**src/rtl/tdpi_pkg.sv**
```systemverilog
// ----------------------------------------------------------------------------
// tdpi_pkg
// Shared constants, the arctangent table and the controller/datapath
// command and status types of the tilt driven position integrator.
// ----------------------------------------------------------------------------
package tdpi_pkg;

	localparam int WHOLE_BITS     = 12;
	localparam int TILT_BITS      = 16;
	localparam int CORDIC_STEPS   = 21;
	localparam int CORDIC_BITS    = 32;
	localparam int ANGLE_BITS     = 25;
	localparam int ATAN_BITS      = 22;
	localparam int PMAG_BITS      = 15;
	localparam int PITCH_LIMIT    = 23040;
	localparam int ROOT_BITS      = 28;
	localparam int RAD_BITS       = 56;
	localparam int CUBE_DIVISOR   = 7000;
	// 7000 = 875 << 3: shift off the power of two, reciprocal for the rest
	localparam int CUBE_ODD       = 875;
	localparam int CUBE_ODD_SHIFT = 3;
	localparam int CUBE_ODD_BITS  = 10;
	localparam int CUBE_BITS      = 45;
	localparam int CUBE_SCALE     = 24;
	localparam int CFG_DATA_BITS  = 12;
	localparam int CFG_IDX_BITS   = 2;
	localparam int STEP_BITS      = 5;

	localparam logic [CFG_IDX_BITS-1:0] CFG_LEFT   = 2'd0;
	localparam logic [CFG_IDX_BITS-1:0] CFG_RIGHT  = 2'd1;
	localparam logic [CFG_IDX_BITS-1:0] CFG_MARGIN = 2'd2;

	typedef struct packed {
		logic capture;
		logic win;
		logic div5_step;
		logic square;
		logic sqrt_load;
		logic sqrt_step;
		logic cord_load;
		logic cord_step;
		logic round_p;
		logic cube2;
		logic cube3;
		logic div7_load;
		logic div7_step;
		logic finish_sample;
		logic finish_load;
		logic [STEP_BITS-1:0] step;
	} cmd_t;

	typedef struct packed {
		logic out_busy;
	} status_t;

	// atan(2^-k) in degrees * 2^16, rounded to nearest
	function automatic logic [ATAN_BITS-1:0] atan_entry(input logic [STEP_BITS-1:0] k);
		logic [ATAN_BITS-1:0] v;
		unique case (k)
			5'd0:    v = 22'd2949120;
			5'd1:    v = 22'd1740967;
			5'd2:    v = 22'd919879;
			5'd3:    v = 22'd466945;
			5'd4:    v = 22'd234379;
			5'd5:    v = 22'd117304;
			5'd6:    v = 22'd58666;
			5'd7:    v = 22'd29335;
			5'd8:    v = 22'd14668;
			5'd9:    v = 22'd7334;
			5'd10:   v = 22'd3667;
			5'd11:   v = 22'd1833;
			5'd12:   v = 22'd917;
			5'd13:   v = 22'd458;
			5'd14:   v = 22'd229;
			5'd15:   v = 22'd115;
			5'd16:   v = 22'd57;
			5'd17:   v = 22'd29;
			5'd18:   v = 22'd14;
			5'd19:   v = 22'd7;
			5'd20:   v = 22'd4;
			default: v = 22'd0;
		endcase
		return v;
	endfunction

endpackage

```
**src/rtl/tdpi_ctrl.sv**
```systemverilog
// ----------------------------------------------------------------------------
// tdpi_ctrl
// Sequencer: steps the datapath through window update, averaging, root,
// CORDIC, cube, divide and clamp, one phase after another, or loads a position.
// ----------------------------------------------------------------------------
module tdpi_ctrl (
	input  logic             clk,
	input  logic             arst_n,
	input  logic             in_valid,
	output logic             in_ready,
	input  logic             mode,
	output tdpi_pkg::cmd_t   cmd,
	input  tdpi_pkg::status_t status
);

	localparam int SQRT_STEPS = tdpi_pkg::RAD_BITS / 2;
	localparam int CNT_BITS   = 6;

	localparam logic [3:0] ST_IDLE   = 4'd0;
	localparam logic [3:0] ST_WIN    = 4'd1;
	localparam logic [3:0] ST_DIV5   = 4'd2;
	localparam logic [3:0] ST_SQUARE = 4'd3;
	localparam logic [3:0] ST_SQLOAD = 4'd4;
	localparam logic [3:0] ST_SQRT   = 4'd5;
	localparam logic [3:0] ST_CLOAD  = 4'd6;
	localparam logic [3:0] ST_CORD   = 4'd7;
	localparam logic [3:0] ST_ROUND  = 4'd8;
	localparam logic [3:0] ST_CUBE2  = 4'd9;
	localparam logic [3:0] ST_CUBE3  = 4'd10;
	localparam logic [3:0] ST_DLOAD  = 4'd11;
	localparam logic [3:0] ST_DIV7   = 4'd12;
	localparam logic [3:0] ST_FINISH = 4'd13;
	localparam logic [3:0] ST_LOAD   = 4'd14;

	logic [3:0]          state_q, state_d;
	logic [CNT_BITS-1:0] cnt_q, cnt_d;
	logic                accept;

	assign in_ready = (state_q == ST_IDLE);
	assign accept   = in_valid && in_ready;

	always_comb begin
		state_d  = state_q;
		cnt_d    = cnt_q;
		cmd      = '0;
		cmd.step = cnt_q[tdpi_pkg::STEP_BITS-1:0];
		cmd.capture = accept;
		unique case (state_q)
			ST_IDLE: begin
				if (accept) begin
					state_d = mode ? ST_LOAD : ST_WIN;
				end
			end
			ST_WIN: begin
				cmd.win = 1'b1;
				cnt_d   = '0;
				state_d = ST_DIV5;
			end
			ST_DIV5: begin
				cmd.div5_step = 1'b1;
				state_d       = ST_SQUARE;
			end
			ST_SQUARE: begin
				cmd.square = 1'b1;
				state_d    = ST_SQLOAD;
			end
			ST_SQLOAD: begin
				cmd.sqrt_load = 1'b1;
				cnt_d         = '0;
				state_d       = ST_SQRT;
			end
			ST_SQRT: begin
				cmd.sqrt_step = 1'b1;
				if (cnt_q == CNT_BITS'(SQRT_STEPS - 1)) begin
					cnt_d   = '0;
					state_d = ST_CLOAD;
				end else begin
					cnt_d = cnt_q + 1'b1;
				end
			end
			ST_CLOAD: begin
				cmd.cord_load = 1'b1;
				cnt_d         = '0;
				state_d       = ST_CORD;
			end
			ST_CORD: begin
				cmd.cord_step = 1'b1;
				if (cnt_q == CNT_BITS'(tdpi_pkg::CORDIC_STEPS - 1)) begin
					cnt_d   = '0;
					state_d = ST_ROUND;
				end else begin
					cnt_d = cnt_q + 1'b1;
				end
			end
			ST_ROUND: begin
				cmd.round_p = 1'b1;
				state_d     = ST_CUBE2;
			end
			ST_CUBE2: begin
				cmd.cube2 = 1'b1;
				state_d   = ST_CUBE3;
			end
			ST_CUBE3: begin
				cmd.cube3 = 1'b1;
				state_d   = ST_DLOAD;
			end
			ST_DLOAD: begin
				cmd.div7_load = 1'b1;
				cnt_d         = '0;
				state_d       = ST_DIV7;
			end
			ST_DIV7: begin
				cmd.div7_step = 1'b1;
				state_d       = ST_FINISH;
			end
			ST_FINISH: begin
				if (!status.out_busy) begin
					cmd.finish_sample = 1'b1;
					state_d           = ST_IDLE;
				end
			end
			ST_LOAD: begin
				if (!status.out_busy) begin
					cmd.finish_load = 1'b1;
					state_d         = ST_IDLE;
				end
			end
			default: begin
				state_d = ST_IDLE;
			end
		endcase
	end

	always_ff @(posedge clk or negedge arst_n) begin
		if (!arst_n) begin
			state_q <= ST_IDLE;
			cnt_q   <= '0;
		end else begin
			state_q <= state_d;
			cnt_q   <= cnt_d;
		end
	end

endmodule

```
**config.mk**
```make
export PLATFORM = sky130hd
export DESIGN_NAME = tdpi_ctrl
export DESIGN_NICKNAME = d
export VERILOG_FILES = /design/src/rtl/tdpi_pkg.sv /design/src/rtl/tdpi_ctrl.sv
export SDC_FILE = /design/constraint.sdc
export NUM_CORES = 1
export LEC_CHECK = 0
export BUFFER_PORTS_ARGS = -buffer_cell sky130_fd_sc_hd__buf_4
export CORE_UTILIZATION = 41
export CTS_CLUSTER_DIAMETER = 30
export CTS_CLUSTER_SIZE = 40
export DETAILED_ROUTE_END_ITERATION = 16
export GPL_TIMING_DRIVEN = 1
export HOLD_SLACK_MARGIN = 0.06
export PLACE_DENSITY = 0.64
export SLEW_MARGIN = 25
export SYNTH_ARGS = -nofsm -noshare
export SYNTH_HDL_FRONTEND = slang
export SYNTH_SLANG_ARGS = --single-unit
```
**constraint.sdc**
```tcl
create_clock -name clk -period 3.7 [get_ports clk]
set_input_delay 0.74 -clock clk [delete_from_list [all_inputs] [get_ports clk]]
set_output_delay 0.74 -clock clk [all_outputs]
set_load 0.02 [all_outputs]
```
Yosys cells after proc, flatten, opt, wreduce, memory -nomap -nowiden

Index checks and enable logic that the tools add are counted.
Widths: inputs -> output; s select.

Register bits after elaboration: 10

Add/sub/neg operators: 1
Equality and inequality tests: 20
Multiplexer cells: 24
Reduce and logical (&&, ||, !) cells: 6

Operator list:

| kind                | count |
|---|---|
| $pmux 4 s14         | 1 |
| $eq 4x4->1 const B  | 7 |
| $mux 4              | 5 |
| $pmux 6 s3          | 1 |
| $eq 4x3->1 const B  | 4 |
| $mux 1              | 15 |
| $eq 6x5->1 const B  | 2 |
| $mux 6              | 2 |
| $eq 4x2->1 const B  | 2 |
| $add 6x1->6 const B | 1 |
| $ne 2x2->1 const B  | 3 |
| $eq 4x1->1 const B  | 1 |
| $logic_not 4->1     | 1 |
| $reduce_and 4->1    | 1 |
| $reduce_or 4->1     | 1 |
| $reduce_bool 3->1   | 1 |
| $ne 2x1->1 const B  | 1 |
| $reduce_or 2->1     | 1 |
| $logic_and 1x1->1   | 1 |

Logic depth before layout (Yosys ltp)

Depth in word-level cells: 4
Gate-level depth with buffers: 7
Gate-level depth less buffers: 6

Worst setup path after synthesis

Ideal clock, no wire load.

Path kind: register to output
Start: register state_q[2]
End: output cmd[19] in the netlist's numbering
Data arrival time: 1612 ps
Required time: 2960 ps
Path slack: 1348 ps
Stages on the path, launching flop included: 6
Buffers on the path: 3
Cell sequence: dfrtp_1 clkbuf_8 clkbuf_1 nor3_1 and2_1 buf_4

Longest elaborated chain between the ends: 2

RTL lines:

| what                   | line             | text |
|---|---|---|
| start, declared        | tdpi_ctrl.sv:35  | `logic [3:0] state_q, state_d;` |
| start signal, assigned | tdpi_ctrl.sv:139 | `state_q <= state_d;` |
| $logic_not 4->1        | tdpi_ctrl.sv:39  | `assign in_ready = (state_q == ST_IDLE);` |
| via in_ready           | tdpi_ctrl.sv:10  | `output logic in_ready,` |
| $logic_and 1x1->1      | tdpi_ctrl.sv:40  | `assign accept = in_valid && in_ready;` |
| end, declared          | tdpi_ctrl.sv:12  | `output tdpi_pkg::cmd_t cmd,` |

The timed path passes the listed nets, and every way through them passes these cells.

==> flow_metrics.tcl <==
set metrics [dict create \
    synth_most_common_cell "nor2_1" \
    routed_wl_um 2310 \
    finalCritPeriodShare 0.689 \
    area_growth_pct 13.6 \
    p_comb_frac 0.032 \
    clock_latency_ns 0.27 \
    wire_per_inst_um 14.0 \
    track_usage 0.195 \
    crit_path_cell_trace "inv_1 > nand2_1 > nor3_1 > and2_1 > buf_4" \
    start_util 0.441 \
    powerDensity_nw_per_um2 193 \
    start_kind "flop" \
    die-area_um2 2620 \
    max_slew.worst_pin.slew_ns 0.715 \
    cp-startpoint "state_q[0]" \
    synth_area_um2 993 \
    switchingPower_w 0.0000452 \
    cellLeakagePower_nw 0.505 \
    yosysTopAreaCell "dfrtp_1" \
    die_w_um 51.2 \
    grt_remaining_overflow 0 \
    fmax_mhz 392 \
    crit_type "flop to output port" \
    die-height_um 51.2 \
    clkSinkCount 10 \
    yosys-top-cells-area "dfrtp_1 25%, nor2_1 5.3%, o21ai_0 4.5%, buf_4 4.5%, clkbuf_8 4.2%" \
    synth_warnings 0 \
    crit_arrival_ns 1.81 \
    ant_nets 0 \
    crit_family "simple AND/OR/NAND/NOR gates" \
    seq_area_frac_synth 0.252 \
    fp-row-count 17 \
    slowest_stage "dfrtp_1" \
    syn_area_per_cell_um2 8.21 \
    antenna_found_initial 0 \
    num_antenna_cells 0 \
    viasPerCell 5.61 \
    hold_class "primary input to asynchronous set/reset pin" \
    cts_resized 0 \
    slew_headroom 0.524 \
    gp_congestion 0.829 \
    rsz0062_at_grt "false" \
    dpl.hpwl_um 1700 \
    swShare 0.208 \
    cts-root-buf "clkbuf_4" \
    syn-instance-count 121 \
    cp_max_fo 10 \
    synthArstFlopShare 1.00 \
    drt_iter0_drc 27 \
    setup_viol 0 \
    core_area_um2 2250 \
    whs_ns 0.278 \
    status "finished, final reports clean" \
    synth_top_area_frac 0.252 \
    hold_violations 0 \
    num_vias 925 \
    grt_max_degree 27 \
    drive_gt1_frac 0.292 \
    grt_pass1_wl_um 3780 \
    path_buf_inv 2 \
    ios 26 \
    grt_pass1_vias 798 \
    cts_tree "yes" \
    end_kind "output port" \
    maxSlewViolCount 0 \
    portBuffers 25 \
    cts_buffer_depth 2 \
    worstReg2RegStart "state_q[3]" \
    fin_skew_ns 0.00684 \
    synth_nets 128 \
    h-tree-depth 1 \
    route.detailed.drc 0 \
    cp.required_ns 2.96 \
    power.clock.fraction 0.466 \
    pwr-share-seq 0.502 \
    layout.nets 145 \
    cts_buffers 3 \
    cts.clk_slew.worst_paths_ns 0.07 \
    vdd_ir_drop_max_mv 0.178 \
    max_stage_delay_ns 0.51 \
    fillers 224 \
    ys_types 40 \
    yosys_register_bits 10 \
    p_int_w 0.000172 \
    first_pass_iters 4 \
    synth_edf_count 0 \
    post-route-min-period_ns 2.55 \
    cts_setup_buffers 0 \
    postCtsHoldBufs 0 \
    synth_common_cells "14 x nor2_1, 11 x nand2_1, 10 x dfrtp_1" \
    drv_cap 0 \
    yosys_most_used_dff "dfrtp_1" \
    setup_tns_ns 0 \
]
## power groups by stage
stage | clock network (W) | registers, W | logic [W]
2_1_floorplan | 0 | 0.000111 | 0.000000706
3_3_place_gp | 0 | 0.000111 | 0.00000693
3_5_place_dp | 0 | 0.000111 | 0.00000723
4_1_cts | 0.000104 | 0.000109 | 0.00000724
5_1_grt | 0.000110 | 0.000109 | 0.00000770
6_report | 0.000101 | 0.000109 | 0.00000689
## cells in the final DEF (no fill, tap or decap), types with 3 or more instances in the layout
| master | count |
|---|---|
| clkbuf_4 | 3 |
| dfrtp_1 | 10 |
| buf_4 | 25 |
| a21oi_1 | 4 |
| xnor2_1 | 4 |
| nor3_1 | 7 |
| nand4b_1 | 3 |
| o21ai_0 | 9 |
| nand3_1 | 5 |
| nand2_1 | 11 |
| inv_1 | 9 |
| nor2_1 | 14 |
## per-layer routing
| layer | vias up | global-route usage | wire [µm] |
|---|---|---|---|
| met5 | - | 0 | 0 |
| met4 | 0 | 0.0811 | 40 |
| met3 | 5 | 0.0446 | 166 |
| met2 | 39 | 0.298 | 1070 |
| met1 | 429 | 0.261 | 1030 |
| li1 | 452 | - | - |
## final timing paths
| path | end | slack, ns | cells after the start |
|---|---|---|---|
| max in group asynchronous | cnt_q[3] | 3.27 | 1 |
| worst min register to register | cnt_q[5] | 0.57 | 2 |
| worst max register to register | state_q[1] | 1.52 | 5 |
| worst max-delay path | cmd[19] | 1.15 | 5 |
| worst min-delay path | state_q[3] | 0.28 | 1 |
| min in group clk | cnt_q[5] | 0.57 | 2 |
## logic make-up (layout without fill, tap and decap cells)
kind of cell,after synthesis,after routing,share of synthesized area
AO/OA/AOI/OAI,30,30,0.209
XOR/XNOR,4,4,0.0353
adder cells (fa/ha/maj),2,2,0.0252
buffers and inverters,22,38,0.159
flip-flops,10,10,0.252
AND/OR/NAND/NOR,53,53,0.320
## worst register-to-register path, delay by kind of cell (launching register included)
kind                   cells  cell delay, ns
flip-flops                 1            0.81
AND/OR/NAND/NOR            2            0.76
AO/OA/AOI/OAI              2            0.36
buffers and inverters      1            0.15
## area by class of cell
type | instances | area (µm²) | share of cell area
inverter | 9 | 33.8 | 0.0299
clock buffer | 4 | 36.3 | 0.0322
multi-input combinational | 89 | 586 | 0.519
timing repair buffer | 25 | 188 | 0.166
sequential | 10 | 250 | 0.222
tap | 28 | 35.0 | 0.0310
## state kept, by name, summed over array words and instances, names as in the netlist
signal / flops
state_q: 4
cnt_q: 6
## per-stage QoR
stage          area (µm²)  cells  utilization  power [W]  worst slack [ns]
2_1_floorplan         993    121            -   0.000112              1.35
3_3_place_gp         1090    161        0.484   0.000118              1.50
3_5_place_dp         1090    161        0.484   0.000119              1.47
4_1_cts              1130    165        0.501   0.000221              1.17
5_1_grt              1130    165        0.501   0.000227              1.06
6_report             1130    165        0.501   0.000217              1.15
Power figures use the tool's default switching activity.
